==> config.mk <==
export PLATFORM = sky130hd
export DESIGN_NAME = epoch_seconds_to_calendar_top_flat
export DESIGN_NICKNAME = d
export VERILOG_FILES = /design/src/e2c_pkg.sv /design/src/e2c_if.sv /design/src/e2c_day_div.sv /design/src/epoch_seconds_to_calendar_top.sv /design/src/flat_wrapper.sv
export SDC_FILE = /design/constraint.sdc
export NUM_CORES = 1
export LEC_CHECK = 0
export ABC_AREA = 1
export BUFFER_PORTS_ARGS = -buffer_cell sky130_fd_sc_hd__buf_2
export CORE_MARGIN = 3
export CORE_UTILIZATION = 40
export CTS_CLUSTER_DIAMETER = 40
export DETAILED_ROUTE_END_ITERATION = 10
export PLACE_DENSITY = 0.67
export SETUP_SLACK_MARGIN = 0.2
export SKIP_LAST_GASP = 1
export SYNTH_ARGS = -nofsm -noshare
export SYNTH_HDL_FRONTEND = slang
export SYNTH_SLANG_ARGS = --single-unit
==> constraint.sdc <==
create_clock -name clk_i -period 5.3 [get_ports clk_i]
set_clock_uncertainty 0.1 [all_clocks]
set_input_delay 0.265 -clock clk_i [delete_from_list [all_inputs] [get_ports clk_i]]
set_output_delay 0.265 -clock clk_i [all_outputs]
set_load 0.05 [all_outputs]
==> src/e2c_pkg.sv <==
// Package for the epoch-seconds to calendar converter.
// Holds the shared constants, the month table and the day divider result type.
// No dependencies.
`default_nettype none

package e2c_pkg;

  localparam int unsigned TotalW = 33;
  localparam int unsigned DsecW  = 17;

  localparam logic [TotalW-1:0] SecsTo1970  = 33'd2208988800;
  localparam logic [DsecW-1:0]  SecsPerDay  = 17'd86400;
  localparam logic [DsecW-1:0]  SecsPerHour = 17'd3600;
  localparam logic [11:0]       SecsPerMin  = 12'd60;
  localparam logic [8:0]        DaysPerYear = 9'd365;
  localparam logic [2:0]        WdayOf1900  = 3'd1;

  typedef struct packed {
    logic             done;
    logic [DsecW-1:0] dsec;
    logic [2:0]       wday;
    logic [7:0]       yr_est;
    logic [8:0]       r365;
  } day_res_t;

  function automatic logic [8:0] cum_days(input logic leap, input logic [3:0] mon);
    logic [8:0] d;
    unique case (mon)
      4'd0:    d = 9'd0;
      4'd1:    d = 9'd31;
      4'd2:    d = 9'd59;
      4'd3:    d = 9'd90;
      4'd4:    d = 9'd120;
      4'd5:    d = 9'd151;
      4'd6:    d = 9'd181;
      4'd7:    d = 9'd212;
      4'd8:    d = 9'd243;
      4'd9:    d = 9'd273;
      4'd10:   d = 9'd304;
      4'd11:   d = 9'd334;
      default: d = 9'd0;
    endcase
    if (leap && (mon >= 4'd2)) begin
      d = d + 9'd1;
    end
    return d;
  endfunction

endpackage

`default_nettype wire

==> src/e2c_if.sv <==
// Handshake interfaces for the input beat and the result beat.
// No dependencies.
`default_nettype none

interface e2c_in_if;
  logic               valid;
  logic               ready;
  logic signed [31:0] seconds_in;
  logic               dst_in;

  modport source (output valid, output seconds_in, output dst_in, input ready);
  modport sink   (input valid, input seconds_in, input dst_in, output ready);
endinterface

interface e2c_out_if;
  logic       valid;
  logic       ready;
  logic       valid_res;
  logic [5:0] second_out;
  logic [5:0] minute_out;
  logic [4:0] hour_out;
  logic [4:0] month_day;
  logic [3:0] month_index;
  logic [7:0] year_since_1900;
  logic [2:0] week_day;
  logic [8:0] year_day;
  logic       dst_out;

  modport source (output valid, output valid_res, output second_out, output minute_out,
                  output hour_out, output month_day, output month_index,
                  output year_since_1900, output week_day, output year_day,
                  output dst_out, input ready);
  modport sink   (input valid, input valid_res, input second_out, input minute_out,
                  input hour_out, input month_day, input month_index,
                  input year_since_1900, input week_day, input year_day,
                  input dst_out, output ready);
endinterface

`default_nettype wire

==> src/e2c_day_div.sv <==
// Bit-serial division of the 1900-based second count by the length of a day.
// Quotient bits are folded on the fly into the weekday and a days/365 estimate.
// Depends on e2c_pkg.
`default_nettype none

module e2c_day_div (
  input  logic                          clk_i,
  input  logic                          rst_ni,
  input  logic                          start_i,
  input  logic [e2c_pkg::TotalW-1:0]    total_i,
  output e2c_pkg::day_res_t             res_o
);
  import e2c_pkg::*;

  logic [TotalW-1:0] num_q, num_d;
  logic [DsecW-1:0]  rem_q, rem_d;
  logic [2:0]        m7_q, m7_d;
  logic [8:0]        r365_q, r365_d;
  logic [7:0]        yq_q, yq_d;
  logic [5:0]        cnt_q, cnt_d;
  logic              busy_q, busy_d;
  logic              done_q, done_d;

  logic [DsecW:0] trial;
  logic           qbit;
  logic [3:0]     m7_t;
  logic [9:0]     r365_t;
  logic           yge;

  always_comb begin
    trial  = {rem_q, num_q[TotalW-1]};
    qbit   = (trial >= {1'b0, SecsPerDay});
    m7_t   = {m7_q, qbit};
    r365_t = {r365_q, qbit};
    yge    = (r365_t >= {1'b0, DaysPerYear});

    num_d  = num_q;
    rem_d  = rem_q;
    m7_d   = m7_q;
    r365_d = r365_q;
    yq_d   = yq_q;
    cnt_d  = cnt_q;
    busy_d = busy_q;
    done_d = 1'b0;

    if (start_i) begin
      num_d  = total_i;
      rem_d  = '0;
      m7_d   = '0;
      r365_d = '0;
      yq_d   = '0;
      cnt_d  = '0;
      busy_d = 1'b1;
    end else if (busy_q) begin
      num_d  = {num_q[TotalW-2:0], 1'b0};
      rem_d  = qbit ? DsecW'(trial - {1'b0, SecsPerDay}) : trial[DsecW-1:0];
      m7_d   = (m7_t >= 4'd7) ? 3'(m7_t - 4'd7) : m7_t[2:0];
      r365_d = yge ? 9'(r365_t - {1'b0, DaysPerYear}) : r365_t[8:0];
      yq_d   = {yq_q[6:0], yge};
      cnt_d  = cnt_q + 6'd1;
      if (cnt_q == 6'(TotalW - 1)) begin
        busy_d = 1'b0;
        done_d = 1'b1;
      end
    end
  end

  always_ff @(posedge clk_i or negedge rst_ni) begin
    if (!rst_ni) begin
      busy_q <= 1'b0;
      done_q <= 1'b0;
      cnt_q  <= '0;
    end else begin
      busy_q <= busy_d;
      done_q <= done_d;
      cnt_q  <= cnt_d;
    end
  end

  always_ff @(posedge clk_i) begin
    num_q  <= num_d;
    rem_q  <= rem_d;
    m7_q   <= m7_d;
    r365_q <= r365_d;
    yq_q   <= yq_d;
  end

  logic [3:0] wday_t;

  always_comb begin
    wday_t       = {1'b0, m7_q} + {1'b0, WdayOf1900};
    res_o.done   = done_q;
    res_o.dsec   = rem_q;
    res_o.wday   = (wday_t >= 4'd7) ? 3'(wday_t - 4'd7) : wday_t[2:0];
    res_o.yr_est = yq_q;
    res_o.r365   = r365_q;
  end

  property p_done_after_busy;
    @(posedge clk_i) disable iff (!rst_ni) done_q |-> !busy_q && $past(busy_q);
  endproperty
  a_done_after_busy: assert property (p_done_after_busy) else $error("done without a run");

  property p_start_runs;
    @(posedge clk_i) disable iff (!rst_ni) start_i |=> busy_q && (cnt_q == 6'd0);
  endproperty
  a_start_runs: assert property (p_start_runs) else $error("division did not start");

  property p_rem_bound;
    @(posedge clk_i) disable iff (!rst_ni) busy_q |-> (rem_q < SecsPerDay) && (r365_q < DaysPerYear);
  endproperty
  a_rem_bound: assert property (p_rem_bound) else $error("partial remainder out of range");

endmodule

`default_nettype wire

==> src/epoch_seconds_to_calendar_top.sv <==
// Top level of the epoch-seconds to calendar converter.
// One item at a time: a new input beat is taken only once the last item has been loaded into
// the result register, after the 33-step serial day division and the 5-step hour and 6-step
// minute divisions; a stalled result holds the next item back.
// Reset: asynchronous and active low; the block comes up idle with no result pending.
// Depends on e2c_pkg, e2c_if and e2c_day_div.
`default_nettype none

module epoch_seconds_to_calendar_top (
  input logic        clk_i,
  input logic        rst_ni,
  e2c_in_if.sink     in_i,
  e2c_out_if.source  out_o
);
  import e2c_pkg::*;

  typedef enum logic [4:0] {
    S_IDLE = 5'b00001,
    S_DAY  = 5'b00010,
    S_HOUR = 5'b00100,
    S_MIN  = 5'b01000,
    S_OUT  = 5'b10000
  } state_e;

  state_e state_q, state_d;

  logic              err_q, err_d;
  logic              dst_q, dst_d;
  logic [TotalW-1:0] total;
  logic              start;
  day_res_t          day_res;

  logic [DsecW-1:0] hrem_q, hrem_d;
  logic [4:0]       hour_q, hour_d;
  logic [5:0]       min_q, min_d;
  logic [2:0]       k_q, k_d;
  logic [2:0]       wday_q, wday_d;
  logic [7:0]       year_q, year_d;
  logic [8:0]       yday_q, yday_d;

  logic [DsecW-1:0] hdiv;
  logic [DsecW-1:0] mdiv;

  logic [7:0] yfix;
  logic [9:0] rfix;
  logic [7:0] lp0, lp1;
  logic       ydec;

  logic       leap;
  logic [3:0] mon;
  logic [8:0] mbase;
  logic [4:0] mday;

  logic out_valid_q, out_valid_d;
  logic load_out;

  assign in_i.ready = (state_q == S_IDLE);
  assign start      = in_i.valid && in_i.ready;
  assign total      = TotalW'({2'b00, SecsTo1970} + {{3{in_i.seconds_in[31]}}, in_i.seconds_in}
                      + (in_i.dst_in ? 35'({1'b0, SecsPerHour}) : 35'd0));

  e2c_day_div u_day_div (
    .clk_i   (clk_i),
    .rst_ni  (rst_ni),
    .start_i (start),
    .total_i (total),
    .res_o   (day_res)
  );

  always_comb begin
    lp0  = (day_res.yr_est != 8'd0) ? ((day_res.yr_est - 8'd1) >> 2) : 8'd0;
    ydec = (day_res.yr_est != 8'd0) && ({1'b0, day_res.r365} < {2'b00, lp0});
    yfix = ydec ? (day_res.yr_est - 8'd1) : day_res.yr_est;
    rfix = ydec ? ({1'b0, day_res.r365} + {1'b0, DaysPerYear}) : {1'b0, day_res.r365};
    lp1  = (yfix != 8'd0) ? ((yfix - 8'd1) >> 2) : 8'd0;
  end

  always_comb begin
    hdiv = SecsPerHour << k_q;
    mdiv = {5'd0, SecsPerMin} << k_q;
  end

  always_comb begin
    leap = (year_q[1:0] == 2'b00) && (year_q != 8'd0);
    mon  = 4'd0;
    for (int m = 1; m < 12; m++) begin
      if (yday_q >= cum_days(leap, 4'(m))) begin
        mon = 4'(m);
      end
    end
    mbase = cum_days(leap, mon);
    mday  = 5'(yday_q - mbase + 9'd1);
  end

  assign load_out = (state_q == S_OUT) && (!out_valid_q || out_o.ready);

  always_comb begin
    state_d = state_q;
    err_d   = err_q;
    dst_d   = dst_q;
    hrem_d  = hrem_q;
    hour_d  = hour_q;
    min_d   = min_q;
    k_d     = k_q;
    wday_d  = wday_q;
    year_d  = year_q;
    yday_d  = yday_q;

    unique case (state_q)
      S_IDLE: begin
        if (start) begin
          err_d   = &in_i.seconds_in;
          dst_d   = in_i.dst_in;
          state_d = S_DAY;
        end
      end
      S_DAY: begin
        if (day_res.done) begin
          hrem_d  = day_res.dsec;
          wday_d  = day_res.wday;
          year_d  = yfix;
          yday_d  = 9'(rfix - {2'b00, lp1});
          hour_d  = '0;
          min_d   = '0;
          k_d     = 3'd4;
          state_d = S_HOUR;
        end
      end
      S_HOUR: begin
        if (hrem_q >= hdiv) begin
          hrem_d = hrem_q - hdiv;
          hour_d = {hour_q[3:0], 1'b1};
        end else begin
          hour_d = {hour_q[3:0], 1'b0};
        end
        if (k_q == 3'd0) begin
          k_d     = 3'd5;
          state_d = S_MIN;
        end else begin
          k_d = k_q - 3'd1;
        end
      end
      S_MIN: begin
        if (hrem_q >= mdiv) begin
          hrem_d = hrem_q - mdiv;
          min_d  = {min_q[4:0], 1'b1};
        end else begin
          min_d  = {min_q[4:0], 1'b0};
        end
        if (k_q == 3'd0) begin
          state_d = S_OUT;
        end else begin
          k_d = k_q - 3'd1;
        end
      end
      S_OUT: begin
        if (load_out) begin
          state_d = S_IDLE;
        end
      end
      default: begin
        state_d = S_IDLE;
      end
    endcase
  end

  always_comb begin
    out_valid_d = out_valid_q;
    if (out_o.ready) begin
      out_valid_d = 1'b0;
    end
    if (load_out) begin
      out_valid_d = 1'b1;
    end
  end

  always_ff @(posedge clk_i or negedge rst_ni) begin
    if (!rst_ni) begin
      state_q     <= S_IDLE;
      out_valid_q <= 1'b0;
      k_q         <= '0;
    end else begin
      state_q     <= state_d;
      out_valid_q <= out_valid_d;
      k_q         <= k_d;
    end
  end

  always_ff @(posedge clk_i) begin
    err_q  <= err_d;
    dst_q  <= dst_d;
    hrem_q <= hrem_d;
    hour_q <= hour_d;
    min_q  <= min_d;
    wday_q <= wday_d;
    year_q <= year_d;
    yday_q <= yday_d;
  end

  always_ff @(posedge clk_i) begin
    if (load_out) begin
      out_o.valid_res       <= !err_q;
      out_o.second_out      <= err_q ? 6'd0 : hrem_q[5:0];
      out_o.minute_out      <= err_q ? 6'd0 : min_q;
      out_o.hour_out        <= err_q ? 5'd0 : hour_q;
      out_o.month_day       <= err_q ? 5'd0 : mday;
      out_o.month_index     <= err_q ? 4'd0 : mon;
      out_o.year_since_1900 <= err_q ? 8'd0 : year_q;
      out_o.week_day        <= err_q ? 3'd0 : wday_q;
      out_o.year_day        <= err_q ? 9'd0 : yday_q;
      out_o.dst_out         <= err_q ? 1'b0 : dst_q;
    end
  end

  assign out_o.valid = out_valid_q;

  property p_state_onehot;
    @(posedge clk_i) disable iff (!rst_ni) $onehot(state_q);
  endproperty
  a_state_onehot: assert property (p_state_onehot) else $error("state register corrupt");

  property p_accept_starts;
    @(posedge clk_i) disable iff (!rst_ni) start |=> (state_q == S_DAY);
  endproperty
  a_accept_starts: assert property (p_accept_starts) else $error("accepted beat not started");

  property p_done_in_day;
    @(posedge clk_i) disable iff (!rst_ni) day_res.done |-> (state_q == S_DAY);
  endproperty
  a_done_in_day: assert property (p_done_in_day) else $error("day division out of step");

  property p_load_sets_valid;
    @(posedge clk_i) disable iff (!rst_ni) load_out |=> out_valid_q && (state_q == S_IDLE);
  endproperty
  a_load_sets_valid: assert property (p_load_sets_valid) else $error("result beat lost");

  property p_fields_in_range;
    @(posedge clk_i) disable iff (!rst_ni)
      out_valid_q && out_o.valid_res |-> (out_o.hour_out < 5'd24) && (out_o.minute_out < 6'd60)
        && (out_o.second_out < 6'd60) && (out_o.month_index < 4'd12) && (out_o.week_day < 3'd7);
  endproperty
  a_fields_in_range: assert property (p_fields_in_range) else $error("result field out of range");

endmodule

`default_nettype wire

==> src/flat_wrapper.sv <==
// flat-port wrapper written by rule: the top's interface ports become plain ports
module epoch_seconds_to_calendar_top_flat import e2c_pkg::*;
  (clk_i, rst_ni, in_i_valid, in_i_seconds_in, in_i_dst_in, in_i_ready, out_o_valid, out_o_valid_res, out_o_second_out, out_o_minute_out, out_o_hour_out, out_o_month_day, out_o_month_index, out_o_year_since_1900, out_o_week_day, out_o_year_day, out_o_dst_out, out_o_ready);
  e2c_in_if in_i_i ();
  e2c_out_if out_o_i ();
  input logic clk_i;
  input logic rst_ni;
  input wire logic [$bits(in_i_i.valid)-1:0] in_i_valid;
  input wire logic [$bits(in_i_i.seconds_in)-1:0] in_i_seconds_in;
  input wire logic [$bits(in_i_i.dst_in)-1:0] in_i_dst_in;
  output wire logic [$bits(in_i_i.ready)-1:0] in_i_ready;
  output wire logic [$bits(out_o_i.valid)-1:0] out_o_valid;
  output wire logic [$bits(out_o_i.valid_res)-1:0] out_o_valid_res;
  output wire logic [$bits(out_o_i.second_out)-1:0] out_o_second_out;
  output wire logic [$bits(out_o_i.minute_out)-1:0] out_o_minute_out;
  output wire logic [$bits(out_o_i.hour_out)-1:0] out_o_hour_out;
  output wire logic [$bits(out_o_i.month_day)-1:0] out_o_month_day;
  output wire logic [$bits(out_o_i.month_index)-1:0] out_o_month_index;
  output wire logic [$bits(out_o_i.year_since_1900)-1:0] out_o_year_since_1900;
  output wire logic [$bits(out_o_i.week_day)-1:0] out_o_week_day;
  output wire logic [$bits(out_o_i.year_day)-1:0] out_o_year_day;
  output wire logic [$bits(out_o_i.dst_out)-1:0] out_o_dst_out;
  input wire logic [$bits(out_o_i.ready)-1:0] out_o_ready;
  assign in_i_i.valid = in_i_valid;
  assign in_i_i.seconds_in = in_i_seconds_in;
  assign in_i_i.dst_in = in_i_dst_in;
  assign in_i_ready = in_i_i.ready;
  assign out_o_valid = out_o_i.valid;
  assign out_o_valid_res = out_o_i.valid_res;
  assign out_o_second_out = out_o_i.second_out;
  assign out_o_minute_out = out_o_i.minute_out;
  assign out_o_hour_out = out_o_i.hour_out;
  assign out_o_month_day = out_o_i.month_day;
  assign out_o_month_index = out_o_i.month_index;
  assign out_o_year_since_1900 = out_o_i.year_since_1900;
  assign out_o_week_day = out_o_i.week_day;
  assign out_o_year_day = out_o_i.year_day;
  assign out_o_dst_out = out_o_i.dst_out;
  assign out_o_i.ready = out_o_ready;
  epoch_seconds_to_calendar_top u_core (.clk_i(clk_i), .rst_ni(rst_ni), .in_i(in_i_i), .out_o(out_o_i));
endmodule
==> qor.txt <==
Run status -> complete, no violations
Syn Std Cell Area -> 12,100 um^2
Setup crit start kind -> flop
Dpl cells -> 1,916
FFs w/ async S/R, synth -> 0.0919
Syn avg cell area -> 8.31 um^2
Final Cycle Share -> 0.915
R2R Setup Slk -> 0.45 ns
Die Footprint -> 32,400 um^2
Min-delay worst type -> in -> reg
Final nets -> 1,707
Post-layout util -> 0.469
Initial antenna violation count -> 0
Register area share after synthesis -> 0.421
Post-route insts no fill -> 1,960
Crit-path leading delay family -> simple AND/OR/NAND/NOR gates
Port Buffer Count -> 86
Effective utilization at floorplan -> 0.408
Number of vias per cell -> 5.03
CTS tree -> built
Row count -> 63
Initial DRC Count -> 721
Clk buf depth -> 2
Post-detail-place hpwl -> 19,600 um
# clock sinks -> 185
First-pass GRT wire length -> 44,800 um
Setup slack at placement -> -0.0571 ns
Transition time of the tightest slew-check pin -> 0.863 ns
Pre-antenna DRT Iters -> 5
Antenna-violating nets left -> 0
Total congestion overflow -> 0
Total number of vias -> 9,866
Post-DP Area -> 13,000 um^2
MaxCap Viol Count -> 0
Crit-path max cell delay -> 0.40 ns
Clk root buf -> clkbuf_16
Largest net degree at the start of global routing -> 61
GPL Wtd Cong -> 0.894
Area Growth Syn to Fin -> 15.1%
Final WL -> 26,900 um
Crit Path Class -> reg -> reg
Most used DFF post-synth -> edfxtp_1
# diodes -> 0
#FFs+latches synth -> 185
DR WL/cell -> 13.7 um
Post-synth EDFFs -> 131
Layout cells sized above 1 -> 0.157
Most frequent CP cell -> nand2_1
RSZ-0062 raised after global routing -> yes
Clock H-tree levels -> 4
Total power -> 7.63 mW
Min Clock Period, post-route -> 4.85 ns
F_max -> 206 MHz
Syn_nets -> 1,606
Crit end category -> flop
Lkg Pwr -> 6.57 nW
Slowest library cell on the worst path -> edfxtp_1
Slew margin rel. -> 0.424
Die Ht -> 180 um
Core Region -> 29,700 um^2
Final hold viol count -> 0
Worst-path clk slew -> 0.08 ns
Buffers & Inverters on Critical Path -> 3
VDD IR-drop max -> 0.000471 V
Setup-failing EPs final -> 0
Ys Warns -> 0
Die width -> 180 um
GR Util All Layers -> 0.164
CP arrival -> 4.94 ns
Max Slew Vio Count -> 0
DRC viols -> 0
Vias in the first global route -> 9,357
Final Instance Area -> 13,900 um^2
Fillers -> 2,858
Clock latency on the worst-skew pair -> 0.43 ns
Final WS setup -> 0.453 ns
Syn Inst Count -> 1,457
I/O Pins -> 87
Num CTS Buffers -> 17
Unique masters post-synth -> 65
Crit-path max FO -> 6
Required time of the critical path -> 5.39 ns
PwrDens -> 548 nW/um^2
==> stage by stage <==
stage	hold WS [ns]	setup TNS, ns
6_report	0.0414	0
5_1_grt	0.0360	0
4_1_cts	0.0275	0
3_5_place_dp	0.141	-0.0571
3_3_place_gp	0.144	0
2_1_floorplan	-0.131	0
==> final timing paths <==
check / endpoint / depth (start not counted) / from
hold reg to reg: u_core.u_day_div.rem_q[0] / 2 / u_core.u_day_div.num_q[32]
min in group asynchronous: u_core.k_q[2] / 2 / rst_ni
hold / removal: u_core.u_day_div.num_q[1] / 3 / in_i_seconds_in[1]
setup reg to reg: u_core.out_o.month_day[4] / 34 / u_core.year_q[6]
max in group asynchronous: u_core.state_q[0] / 2 / rst_ni
setup / recovery: u_core.out_o.month_day[4] / 34 / u_core.year_q[6]
==> flip-flops by register name, summed over array words and instances, names as in the netlist, 6 cells and up <==
signal	flops
u_core.u_day_div.yq_q	8
u_core.yday_q	9
u_core.year_q	8
u_core.out_o.year_since_1900	8
u_core.u_day_div.cnt_q	6
u_core.u_day_div.num_q	33
u_core.min_q	6
u_core.u_day_div.r365_q	9
u_core.hrem_q	17
u_core.u_day_div.rem_q	17
u_core.out_o.minute_out	6
u_core.out_o.year_day	9
u_core.out_o.second_out	6
==> cell families after synthesis <==
family                     share of synthesized area
AOI/OAI and AO/OA                              0.115
muxes                                       0.000827
and+or+nand+nor                                0.222
xor gates and xnor gates                      0.0332
adders and majority gates                      0.117
buffers and inverters                         0.0910
DFF                                            0.421
==> cells in the mapped netlist (all sizes together), types with 2 or more instances <==
library cell  count  area (um^2)
o211ai            4         30.0
o21bai            8         67.6
clkbuf           21         78.8
a32oi             5         43.8
a22oi            20          155
edfxtp          131         3930
nand3b            6         48.8
nand4            20          125
a2111oi           2         23.8
buf              11         73.8
o21ai            78          428
ha              110         1380
o31ai             4         30.0
nor3             26          161
o22ai            11         68.8
a21oi            55          283
nor4              9         62.6
o32ai             2         17.5
dfxtp            37          741
a211oi            2         20.0
a31oi             7         43.8
o21a              3         22.5
o221ai           12          105
nand2           314         1230
a21o              2         15.0
xnor2            11         96.3
or2               6         37.5
nor2            157          639
inv             253          950
xor2             34          305
fa                2         40.0
nand3            69          365
dfrtp            16          400
==> worst min-delay path: stages <==
cell     delay (ns)
buf_2          0.09
nand2_1        0.05
nand2_1        0.06
==> layout by cell type, fill, tap and decap left out, types with 5 or more instances in the layout <==
| master | count |
|---|---|
| xor2_1 | 33 |
| buf_2 | 86 |
| nand3_2 | 5 |
| nand3b_1 | 5 |
| edfxtp_1 | 131 |
| a31oi_1 | 5 |
| xnor2_1 | 9 |
| nor4_1 | 7 |
| a32oi_1 | 5 |
| dfrtp_1 | 16 |
| a21oi_1 | 51 |
| a22oi_1 | 19 |
| nor2_2 | 9 |
| o22ai_1 | 11 |
| nand3_1 | 63 |
| o221ai_1 | 12 |
| o21ai_2 | 8 |
| nor3_1 | 21 |
| inv_2 | 13 |
| ha_4 | 9 |
| o21bai_1 | 6 |
| nand2_1 | 294 |
| dfxtp_1 | 37 |
| nand2_2 | 17 |
| buf_4 | 23 |
| inv_1 | 236 |
| clkbuf_16 | 17 |
| nand4_1 | 20 |
| o21ai_1 | 9 |
| nor2_4 | 5 |
| ha_1 | 97 |
| o21ai_0 | 60 |
| nor2_1 | 143 |
==> power breakdown <==
group | switching, mW | internal (mW)
sequential | 0.279 | 2.12
clock | 0.583 | 0.664
combinational | 2.42 | 1.57
total | 3.28 | 4.35
==> metal layers <==
layer | share of wire | routed length [um] | global-route usage | vias to the layer above
met2 | 0.47 | 12600 | 0.275 | 235
met4 | 0.012 | 309 | 0.0356 | 0
li1 | - | - | - | 5040
met3 | 0.045 | 1200 | 0.0255 | 21
met1 | 0.48 | 12800 | 0.227 | 4570
met5 | 0 | 0 | 0 | -
==> what timing repair did <==
| action | CTS | global route |
|---|---|---|
| buffers inserted | 1 | 9 |
| pin swaps | 1 | 25 |
| endpoints found under the hold margin | 18 | 0 |
| hold buffers | 3 | 0 |
| setup endpoints to repair | 3 | 6 |
| resized for setup | 5 | 41 |
==> area by class of cell <==
type / count / area (um^2) / share of cell area
multi-input combinational: 987 / 6150 / 0.441
sequential: 185 / 5100 / 0.366
inverter: 253 / 960 / 0.0689
timing repair buffer: 114 / 673 / 0.0483
tap: 390 / 488 / 0.0350
clock buffer: 18 / 429 / 0.0308
clock inverter: 13 / 140 / 0.0101
Power figures use the tool's default switching activity.
